## config.mk

```make
export PLATFORM = sky130hd
export DESIGN_NAME = heightmap_normal_generator
export DESIGN_NICKNAME = d
export VERILOG_FILES = /design/src/rtl/hng_pkg.sv /design/src/rtl/hng_front.sv /design/src/rtl/hng_queue.sv /design/src/rtl/hng_back.sv /design/src/rtl/heightmap_normal_generator.sv
export SDC_FILE = /design/constraint.sdc
export NUM_CORES = 2
export LEC_CHECK = 0
export ABC_AREA = 1
export BUFFER_PORTS_ARGS = -buffer_cell sky130_fd_sc_hd__buf_2
export CORE_UTILIZATION = 45
export DETAILED_ROUTE_END_ITERATION = 6
export PLACE_DENSITY = 0.6
export SKIP_CTS_REPAIR_TIMING = 1
export SYNTH_ARGS = -nofsm -noshare
export SYNTH_HDL_FRONTEND = slang
export SYNTH_HIERARCHICAL = 1
export SYNTH_SLANG_ARGS = --single-unit
export TNS_END_PERCENT = 20
```

## constraint.sdc

```tcl
create_clock -name i_clk -period 15.2 [get_ports i_clk]
set_clock_uncertainty 0.1 [all_clocks]
set_input_delay 3.04 -clock i_clk [delete_from_list [all_inputs] [get_ports i_clk]]
set_output_delay 3.04 -clock i_clk [all_outputs]
set_load 0.03 [all_outputs]
```

## src/rtl/hng_pkg.sv

```systemverilog
// ----------------------------------------------------------------------------
// hng_pkg
// Types and constants shared by the heightmap normal generator modules.
// ----------------------------------------------------------------------------
package hng_pkg;

    // config register indexes
    localparam logic [1:0] REG_SPACING = 2'd0;
    localparam logic [1:0] REG_COLS    = 2'd1;
    localparam logic [1:0] REG_ROWS    = 2'd2;

    localparam logic [15:0] SPACING_RESET = 16'd1280;
    localparam logic [6:0]  COLS_RESET    = 7'd21;
    localparam logic [6:0]  ROWS_RESET    = 7'd21;

    localparam logic [15:0] Q15_POS_MAX = 16'h7FFF;

    // one interior vertex handed from front to back
    typedef struct packed {
        logic        x_neg;
        logic [15:0] x_mag;
        logic [16:0] y_mag;
        logic        z_neg;
        logic [15:0] z_mag;
        logic [5:0]  row;
        logic [5:0]  col;
        logic        last;
    } t_job;

endpackage

```

## src/rtl/hng_front.sv

```systemverilog
// ----------------------------------------------------------------------------
// hng_front
// Sample intake: line buffers, window, grid counters, difference vector.
// ----------------------------------------------------------------------------
module hng_front import hng_pkg::*; #(
    parameter int MAX_GRID = 64
) (
    input  logic        i_clk,
    input  logic        i_rst_n,
    input  logic        push,
    output logic        full,
    input  logic [15:0] i_height,
    input  logic        i_frame_start,
    input  logic [15:0] i_spacing,
    input  logic [6:0]  i_cols,
    input  logic [6:0]  i_rows,
    input  logic        i_q_full,
    output logic        o_job_push,
    output t_job        o_job
);
    localparam int IW = $clog2(MAX_GRID);
    localparam int SW = ($clog2(MAX_GRID + 1) > 7) ? $clog2(MAX_GRID + 1) : 7;

    typedef enum logic {F_IDLE, F_WORK} t_fstate;

    t_fstate r_state;
    logic [IW-1:0] r_row, r_col;
    logic          r_done;
    logic [15:0]   r_win0, r_win1, r_left, r_h;
    logic [15:0]   r_rd_prev, r_rd_rbp;
    logic [15:0]   mem_prev [MAX_GRID];
    logic [15:0]   mem_rbp  [MAX_GRID];

    logic          acc;
    logic [IW-1:0] c_eff, c_m1, col_m1;
    logic [SW-1:0] cols, rows, row_w, col_w;
    logic          vld;
    logic signed [16:0] dx_n, dz_n;

    assign full = (r_state == F_WORK) | i_q_full;
    assign acc  = push & ~full;

    // size registers clamped to [3, MAX_GRID]
    assign cols = (i_cols < 7'd3) ? SW'(3) :
                  (SW'(i_cols) > SW'(MAX_GRID)) ? SW'(MAX_GRID) : SW'(i_cols);
    assign rows = (i_rows < 7'd3) ? SW'(3) :
                  (SW'(i_rows) > SW'(MAX_GRID)) ? SW'(MAX_GRID) : SW'(i_rows);

    assign c_eff  = i_frame_start ? '0 : r_col;
    assign c_m1   = (c_eff == '0) ? '0 : c_eff - 1'b1;
    assign col_m1 = (r_col == '0) ? '0 : r_col - 1'b1;
    assign row_w  = SW'(r_row);
    assign col_w  = SW'(r_col);

    assign vld = (row_w >= SW'(2)) && (col_w >= SW'(2)) && (row_w < rows) && (col_w < cols);

    // negated differences: x = left - right, z = below - above
    assign dx_n = $signed({r_win1[15], r_win1}) - $signed({r_rd_prev[15], r_rd_prev});
    assign dz_n = $signed({r_left[15], r_left}) - $signed({r_rd_rbp[15], r_rd_rbp});

    always_comb begin
        o_job.x_neg = dx_n[16];
        o_job.x_mag = dx_n[16] ? 16'(-dx_n) : dx_n[15:0];
        o_job.z_neg = dz_n[16];
        o_job.z_mag = dz_n[16] ? 16'(-dz_n) : dz_n[15:0];
        o_job.y_mag = {i_spacing, 1'b0};
        o_job.row   = 6'(r_row - 1'b1);
        o_job.col   = 6'(r_col - 1'b1);
        o_job.last  = (row_w == rows - SW'(1)) && (col_w == cols - SW'(1));
    end

    assign o_job_push = (r_state == F_WORK) & ~r_done & vld;

    always_ff @(posedge i_clk) begin
        if (acc) begin
            r_rd_prev <= mem_prev[c_eff];
            r_rd_rbp  <= mem_rbp[c_m1];
            r_h       <= i_height;
        end
        if ((r_state == F_WORK) && !r_done) begin
            mem_prev[r_col] <= r_h;
            if (r_col != '0) begin
                mem_rbp[col_m1] <= r_win0;
            end
        end
    end

    always_ff @(posedge i_clk) begin
        if (!i_rst_n) begin
            r_state <= F_IDLE;
            r_row   <= '0;
            r_col   <= '0;
            r_done  <= 1'b0;
            r_win0  <= '0;
            r_win1  <= '0;
            r_left  <= '0;
        end else begin
            case (r_state)
                F_IDLE: begin
                    if (acc) begin
                        r_state <= F_WORK;
                        if (i_frame_start) begin
                            r_row  <= '0;
                            r_col  <= '0;
                            r_done <= 1'b0;
                        end
                    end
                end
                F_WORK: begin
                    r_state <= F_IDLE;
                    if (!r_done) begin
                        r_win1 <= r_win0;
                        r_win0 <= r_rd_prev;
                        r_left <= r_h;
                        if (col_w + SW'(1) >= cols) begin
                            r_col <= '0;
                            if (row_w + SW'(1) >= rows) begin
                                r_done <= 1'b1;
                            end else begin
                                r_row <= r_row + 1'b1;
                            end
                        end else begin
                            r_col <= r_col + 1'b1;
                        end
                    end
                end
                default: r_state <= F_IDLE;
            endcase
        end
    end
endmodule

```

## src/rtl/hng_queue.sv

```systemverilog
// ----------------------------------------------------------------------------
// hng_queue
// Two-entry job queue between front and back.
// ----------------------------------------------------------------------------
module hng_queue import hng_pkg::*; (
    input  logic i_clk,
    input  logic i_rst_n,
    input  logic i_push,
    input  t_job i_job,
    output logic o_full,
    input  logic i_pop,
    output logic o_empty,
    output t_job o_job
);
    t_job       r_data [2];
    logic       r_wp, r_rp;
    logic [1:0] r_cnt;
    logic       do_push, do_pop;

    assign o_full  = (r_cnt == 2'd2);
    assign o_empty = (r_cnt == 2'd0);
    assign o_job   = r_data[r_rp];
    assign do_push = i_push & ~o_full;
    assign do_pop  = i_pop & ~o_empty;

    always_ff @(posedge i_clk) begin
        if (do_push) begin
            r_data[r_wp] <= i_job;
        end
    end

    always_ff @(posedge i_clk) begin
        if (!i_rst_n) begin
            r_wp  <= 1'b0;
            r_rp  <= 1'b0;
            r_cnt <= 2'd0;
        end else begin
            if (do_push) r_wp <= ~r_wp;
            if (do_pop)  r_rp <= ~r_rp;
            r_cnt <= r_cnt + {1'b0, do_push} - {1'b0, do_pop};
        end
    end
endmodule

```

## src/rtl/hng_back.sv

```systemverilog
// ----------------------------------------------------------------------------
// hng_back
// Normalizer: sum of squares, bit-serial square root, shared divider,
// result register.
// ----------------------------------------------------------------------------
module hng_back import hng_pkg::*; (
    input  logic        i_clk,
    input  logic        i_rst_n,
    input  logic        i_q_empty,
    input  t_job        i_job,
    output logic        o_q_pop,
    output logic        empty,
    input  logic        pop,
    output logic [15:0] o_normal_x,
    output logic [15:0] o_normal_y,
    output logic [15:0] o_normal_z,
    output logic [5:0]  o_vertex_row,
    output logic [5:0]  o_vertex_col,
    output logic        o_last_of_frame
);
    typedef enum logic [2:0] {B_IDLE, B_SQ, B_SQRT, B_DIV, B_OUT} t_bstate;

    t_bstate     r_state;
    t_job        r_job;
    logic [1:0]  r_comp;
    logic [4:0]  r_cnt;
    logic [34:0] r_acc;
    logic [51:0] r_n, r_root, r_bit;
    logic [41:0] r_rem, r_dsh;
    logic [16:0] r_q;
    logic [15:0] r_nx, r_ny, r_nz;
    logic        r_ovalid;

    logic [16:0] m_sel;
    logic [33:0] m_sq;
    logic [51:0] sq_t;
    logic [25:0] len;
    logic        c_neg;
    logic [16:0] c_mag;
    logic [41:0] num;
    logic [41:0] rem_n;
    logic [16:0] q_n;
    logic [15:0] comp_out;

    assign empty   = ~r_ovalid;
    assign o_q_pop = (r_state == B_IDLE) & ~i_q_empty;

    always_comb begin
        case (r_comp)
            2'd0:    m_sel = {1'b0, r_job.x_mag};
            2'd1:    m_sel = r_job.y_mag;
            default: m_sel = {1'b0, r_job.z_mag};
        endcase
    end
    assign m_sq = m_sel * m_sel;
    assign sq_t = r_root + r_bit;
    assign len  = r_root[25:0];

    always_comb begin
        case (r_comp)
            2'd0:    begin c_neg = r_job.x_neg; c_mag = {1'b0, r_job.x_mag}; end
            2'd1:    begin c_neg = 1'b0;        c_mag = r_job.y_mag;         end
            default: begin c_neg = r_job.z_neg; c_mag = {1'b0, r_job.z_mag}; end
        endcase
    end
    // rounded numerator |v| * 2^23 + len/2
    assign num = {2'b0, c_mag, 23'b0} + 42'(len >> 1);

    always_comb begin
        rem_n = r_rem;
        q_n   = r_q;
        if (r_rem >= r_dsh) begin
            rem_n          = r_rem - r_dsh;
            q_n[r_cnt[3:0] == 4'd0 && r_cnt[4] ? 16 : r_cnt] = 1'b1;
        end
    end

    // sign and saturate the finished quotient
    always_comb begin
        if (c_neg) begin
            comp_out = (q_n > 17'd32768) ? 16'h8000 : 16'(-q_n);
        end else begin
            comp_out = (q_n > 17'd32767) ? Q15_POS_MAX : q_n[15:0];
        end
    end

    always_ff @(posedge i_clk) begin
        if (!i_rst_n) begin
            r_state  <= B_IDLE;
            r_ovalid <= 1'b0;
        end else begin
            if (r_ovalid && pop) begin
                r_ovalid <= 1'b0;
            end
            case (r_state)
                B_IDLE: begin
                    if (!i_q_empty) begin
                        r_job   <= i_job;
                        r_comp  <= 2'd0;
                        r_acc   <= '0;
                        r_state <= B_SQ;
                    end
                end
                B_SQ: begin
                    r_acc <= r_acc + 35'(m_sq);
                    if (r_comp == 2'd2) begin
                        r_n     <= {1'b0, r_acc + 35'(m_sq), 16'b0};
                        r_root  <= '0;
                        r_bit   <= 52'(1) << 50;
                        r_cnt   <= 5'd25;
                        r_state <= B_SQRT;
                    end else begin
                        r_comp <= r_comp + 2'd1;
                    end
                end
                B_SQRT: begin
                    if (r_n >= sq_t) begin
                        r_n    <= r_n - sq_t;
                        r_root <= (r_root >> 1) + r_bit;
                    end else begin
                        r_root <= r_root >> 1;
                    end
                    r_bit <= r_bit >> 2;
                    if (r_cnt == 5'd0) begin
                        if (r_acc == '0) begin
                            // degenerate vector: straight up
                            r_nx    <= '0;
                            r_ny    <= Q15_POS_MAX;
                            r_nz    <= '0;
                            r_state <= B_OUT;
                        end else begin
                            r_comp  <= 2'd0;
                            r_cnt   <= 5'd16;
                            r_dsh   <= '0;
                            r_state <= B_DIV;
                        end
                    end else begin
                        r_cnt <= r_cnt - 5'd1;
                    end
                end
                B_DIV: begin
                    if (r_cnt == 5'd16 && r_dsh != {len, 16'b0}) begin
                        // first step of a component: load operands
                        r_rem <= num;
                        r_dsh <= {len, 16'b0};
                        r_q   <= '0;
                    end else begin
                        r_rem <= rem_n;
                        r_q   <= q_n;
                        r_dsh <= r_dsh >> 1;
                        if (r_cnt == 5'd0) begin
                            case (r_comp)
                                2'd0:    r_nx <= comp_out;
                                2'd1:    r_ny <= comp_out;
                                default: r_nz <= comp_out;
                            endcase
                            r_dsh <= '0;
                            r_cnt <= 5'd16;
                            if (r_comp == 2'd2) begin
                                r_state <= B_OUT;
                            end else begin
                                r_comp <= r_comp + 2'd1;
                            end
                        end else begin
                            r_cnt <= r_cnt - 5'd1;
                        end
                    end
                end
                B_OUT: begin
                    if (!r_ovalid || pop) begin
                        o_normal_x      <= r_nx;
                        o_normal_y      <= r_ny;
                        o_normal_z      <= r_nz;
                        o_vertex_row    <= r_job.row;
                        o_vertex_col    <= r_job.col;
                        o_last_of_frame <= r_job.last;
                        r_ovalid        <= 1'b1;
                        r_dsh           <= '0;
                        r_state         <= B_IDLE;
                    end
                end
                default: r_state <= B_IDLE;
            endcase
        end
    end
endmodule

```

## src/rtl/heightmap_normal_generator.sv

```systemverilog
// ----------------------------------------------------------------------------
// heightmap_normal_generator
// Central-difference unit normals for a streamed heightfield.
// ----------------------------------------------------------------------------
// Height samples (signed Q8.8) enter in raster order through a queue-style
// port (push/full); frame_start marks row 0, column 0 and restarts the grid.
// Every interior vertex (r,c) yields one result, produced when sample
// (r+1,c+1) arrives: the unit normal of (-dx, 2*spacing, -dz) in signed
// Q1.15, saturated, with r, c and a flag on the last vertex of the grid.
// Border samples give nothing, and samples past the end of a grid are
// dropped until the next frame_start. Results leave through empty/pop.
// Steps: the front end handles each sample as a registered line-buffer
// read, then an update, and takes no new sample in between. The normalizer
// handles one interior vertex at a time: it takes the job, accumulates the
// squared length by multiply-accumulate, runs a bit-serial square root, then
// a restoring division for each component (operand load plus 17 quotient
// steps) on one shared divider, and writes the result register. So on a
// long stream the normalizer sets the pace, plus any wait on pop; a
// two-entry queue lets the front keep taking border samples while it works.
// Config writes (grid_spacing, cols_in_use, rows_in_use) take effect at
// once and should be made while the block is idle. Sizes clamp to
// [3, MAX_GRID]. Line buffers are not cleared by reset; after reset the
// count starts at row 0, column 0 even without frame_start, and each
// interior vertex only reads entries written earlier in its own grid.
// ----------------------------------------------------------------------------
module heightmap_normal_generator import hng_pkg::*; #(
    parameter int MAX_GRID = 64
) (
    input  logic        i_clk,
    input  logic        i_rst_n,
    // sample side
    input  logic        push,
    output logic        full,
    input  logic [15:0] i_height,
    input  logic        i_frame_start,
    // result side
    output logic        empty,
    input  logic        pop,
    output logic [15:0] o_normal_x,
    output logic [15:0] o_normal_y,
    output logic [15:0] o_normal_z,
    output logic [5:0]  o_vertex_row,
    output logic [5:0]  o_vertex_col,
    output logic        o_last_of_frame,
    // config write port
    input  logic        i_cfg_we,
    input  logic [1:0]  i_cfg_idx,
    input  logic [15:0] i_cfg_wdata
);
    logic [15:0] r_spacing;
    logic [6:0]  r_cols, r_rows;

    logic job_push, q_full, q_empty, q_pop;
    t_job job_in, job_out;

    // config registers; unknown indexes are ignored
    always_ff @(posedge i_clk) begin
        if (!i_rst_n) begin
            r_spacing <= SPACING_RESET;
            r_cols    <= COLS_RESET;
            r_rows    <= ROWS_RESET;
        end else if (i_cfg_we) begin
            case (i_cfg_idx)
                REG_SPACING: r_spacing <= i_cfg_wdata;
                REG_COLS:    r_cols    <= i_cfg_wdata[6:0];
                REG_ROWS:    r_rows    <= i_cfg_wdata[6:0];
                default:     ;
            endcase
        end
    end

    // front: window, line buffers, difference vector per interior vertex
    hng_front #(.MAX_GRID(MAX_GRID)) u_front (
        .i_clk        (i_clk),
        .i_rst_n      (i_rst_n),
        .push         (push),
        .full         (full),
        .i_height     (i_height),
        .i_frame_start(i_frame_start),
        .i_spacing    (r_spacing),
        .i_cols       (r_cols),
        .i_rows       (r_rows),
        .i_q_full     (q_full),
        .o_job_push   (job_push),
        .o_job        (job_in)
    );

    // decoupling queue
    hng_queue u_queue (
        .i_clk  (i_clk),
        .i_rst_n(i_rst_n),
        .i_push (job_push),
        .i_job  (job_in),
        .o_full (q_full),
        .i_pop  (q_pop),
        .o_empty(q_empty),
        .o_job  (job_out)
    );

    // back: normalize and hold the result
    hng_back u_back (
        .i_clk          (i_clk),
        .i_rst_n        (i_rst_n),
        .i_q_empty      (q_empty),
        .i_job          (job_out),
        .o_q_pop        (q_pop),
        .empty          (empty),
        .pop            (pop),
        .o_normal_x     (o_normal_x),
        .o_normal_y     (o_normal_y),
        .o_normal_z     (o_normal_z),
        .o_vertex_row   (o_vertex_row),
        .o_vertex_col   (o_vertex_col),
        .o_last_of_frame(o_last_of_frame)
    );
endmodule

```

==> results.ini <==
[floorplanning]
die_x_microns = 553.4
coreArea_sq_um = 302500
fp-row-count = 202
start_util = 0.4522
pin_count = 103
die_area_sq_um = 306200
die-height_microns = 553.4

[worst_hold_path]
hp-class = reg -> reg
hold_path_depth = 0

[logic_synthesis]
syn-num-nets = 13690
ys_seq_area_frac = 0.6009
syn_avg_cell_area_sq_um = 10.46
synthesis.instances = 13080
yosysTopAreaCell = edfxtp_1
synth_mux_area_frac = 0.007070
synth_top_family_by_area = simple AND/OR/NAND/NOR gates
yosys.area_share.xor_xnor = 0.01434
synth-edff-count = 2670
synthTopCellsByArea = edfxtp_1, nand2_1, nand3_1
synth_seq_cells = 2771
synth_flop_cell = edfxtp_1
synth-compound-area-share = 0.07405
synth_top_area_frac = 0.5861
ys_async_sr_fraction = 0
ys_types = 69
yosys.area_share.simple = 0.1781
synthAdderAreaFrac = 0.06446
synth.cell_area_sq_um = 136800
ys_warn_count = 6

[worst_setup_path]
worst-setup-path-type = reg -> reg
critPathMaxFanout = 21
arrival_ns = 9.37
critPathCaptureType = flip-flop
startpoint_type = flip-flop
cpMaxStageDelayCell = nand3_1
r2r_slack_ns = 6.37
worst_ep_required_time_ns = 15.74
slowest_delay_ns = 0.87
r2r_cells = 27

[run]
drv_cap = 0

[routing]
vias = 97730
drc = 1
drtIter0Drc = 10180
vias_per_cell = 5.654
wire_per_inst_microns = 23.39
drtPass1Iterations = 7
wirelength_microns = 404200
ant_nets = 0

[sta]
hold_viol = 0
post-route-period-util = 0.5810
tightest_slew_ns = 1.285
clock.fmax_mhz = 113.2
slew_headroom = 0.1421
fin_setup_tns_ns = 0
setup_viol = 0
rsz0062_at_grt = no
period_needed_ns = 8.832
drv_slew = 0

[clocking]
cts.sinks = 2771
clkSlewWorstSetupHoldPaths_ns = 0.07
cts_tree = yes
htreeDepth = 5
root_buffer = clkbuf_16
clock_latency_ns = 0.93
cts_buffer_depth = 4
cts_made_buffers = 308

[placed_design]
place_hpwl_microns = 253700
placed_area_sq_um = 141200
io_buffer_count = 102
gp_congestion = 0.9064
dp.cells = 16730

[finish]
drive_above_1_share = 0.07510
final_util = 0.4991
final_area_sq_um = 151000
area_delta_synth_final_pct = 10.38
nets = 13670
stdcell_count = 17280

[power]
power.density_nw_per_um2 = 199.4
leakagePower_nw = 58.28
peakVddDrop_mv = 0.6762
power_w = 0.03010

[grt]
grtUsageTotal = 0.2585
grt_overflow = 0
grt_pass1_vias = 94980
antenna_found_initial = 7
grt_first_pass_wirelength_microns = 603500
grt_max_degree = 233

[status]
violations = DRC
status = complete, but fails checks

==> power breakdown <==
part           internal [W]  switching [W]
clock               0.00429        0.00305
sequential          0.00913       0.000197
combinational       0.00459        0.00884
==> through the flow <==
stage	setup WS, ns	hold WS (ns)
2_1_floorplan	7.021	0.3003
4_1_cts	6.429	0.3082
3_3_place_gp	6.421	0.3013
6_report	6.368	0.3129
5_1_grt	5.913	0.3165
3_5_place_dp	6.438	0.3045
==> cell usage after synthesis (all sizes together), types with 2 or more instances <==
master and count:
nor3 44, o21ai 861, a21boi 12, a31oi 40
dfxtp 101, a32o 4, edfxtp 2670, a22o 15
ha 340, o311ai 2, a211oi 4, fa 228
and3 4, nand2 2443, o211ai 11, and2 7
clkinv 8, xor2 131, buf 334, nor2 1338
o221ai 133, clkbuf 316, a31o 3, inv 1377
o21bai 22, nand4 71, nand3b 204, a21o 24
nor4 19, o31ai 10, mux2 65, or2 26
o2111ai 2, xnor2 93, o21a 18, nand3 1467
a221oi 7, o22ai 142, a22oi 2, a21oi 474
==> per-layer routing <==
metal | vias up | part of all wire | GRT usage
met1 | 48030 | 0.43 | 0.3641
met5 | - | 0.000017 | 0
met3 | 641 | 0.082 | 0.03809
met2 | 4037 | 0.45 | 0.4064
met4 | 2 | 0.039 | 0.09430
li1 | 45020 | - | -
==> logic make-up (layout without fill, tap and decap cells) <==
group | Yosys count | after routing
XOR/XNOR | 224 | 224
adder cells (fa/ha/maj) | 568 | 568
flip-flops | 2771 | 2771
buffers and inverters | 2035 | 2260
AO/OA/AOI/OAI | 1790 | 1790
AND/OR/NAND/NOR | 5623 | 5623
multiplexers | 66 | 66
other | 1 | 4
==> placed cells by master (no fill, tap or decap), types with 15 or more instances in the layout <==
cell type	instances
o221ai_1	133
inv_1	1345
a21oi_1	466
xnor2_1	93
o21a_1	18
o21ai_1	21
clkinv_2	39
nand4_1	70
ha_1	340
buf_4	217
clkinv_1	65
o21bai_1	22
mux2_4	60
dfxtp_1	84
fa_1	228
nand3b_1	204
a31oi_1	40
clkbuf_1	75
inv_2	23
or2_2	23
nor2_1	1283
nor4_1	19
edfxtp_1	2670
nand2_1	2413
nor2_2	41
nand3_1	1455
nand2_2	23
buf_2	102
o22ai_1	142
nor3_1	37
a22o_1	15
o21ai_0	838
xor2_1	131
a21o_1	24
clkbuf_16	312
bufinv_16	28
==> area by class of cell <==
type | instances | area [sq um]
clock inverters | 157 | 1660
inverters | 1385 | 5238
well taps | 3978 | 4977
clock buffers | 393 | 8172
fillers | 27030 | 151500
flip-flops and latches | 2771 | 82240
multi-input cells | 8272 | 46450
repair buffers | 325 | 2260
diodes | 3 | 7.507
==> sequential cells by signal (all words and copies together), names as in the netlist, 17 cells and up, named ones only <==
name              flops
u_front/mem_prev   1024
u_front/mem_rbp    1024
u_queue/r_data      128
u_back/r_job         64
u_back/r_n           52
u_back/r_root        52
u_back/r_dsh         42
u_back/r_rem         42
u_back/r_acc         35
u_back/r_bit         26
u_back/r_q           17
==> critical path: cells and delay by family, from the launching register on <==
family	cells	cell delay, ns
adders and majority gates	8	3.99
and+or+nand+nor	8	2.37
AOI/OAI and AO/OA	4	1.05
DFF	1	0.42
buffers and inverters	6	0.42
xor gates and xnor gates	1	0.20
==> path summary, 6_finish.rpt <==
| kind | startpoint | end |
|---|---|---|
| max reg2reg | u_back/r_comp[1] | u_back/r_n[46] |
| max | u_back/r_comp[1] | u_back/r_n[46] |
| min reg2reg | u_back/r_nx[10] | u_back/o_normal_x[10] |
| min | u_back/r_nx[10] | u_back/o_normal_x[10] |
Power figures use the tool's default switching activity.
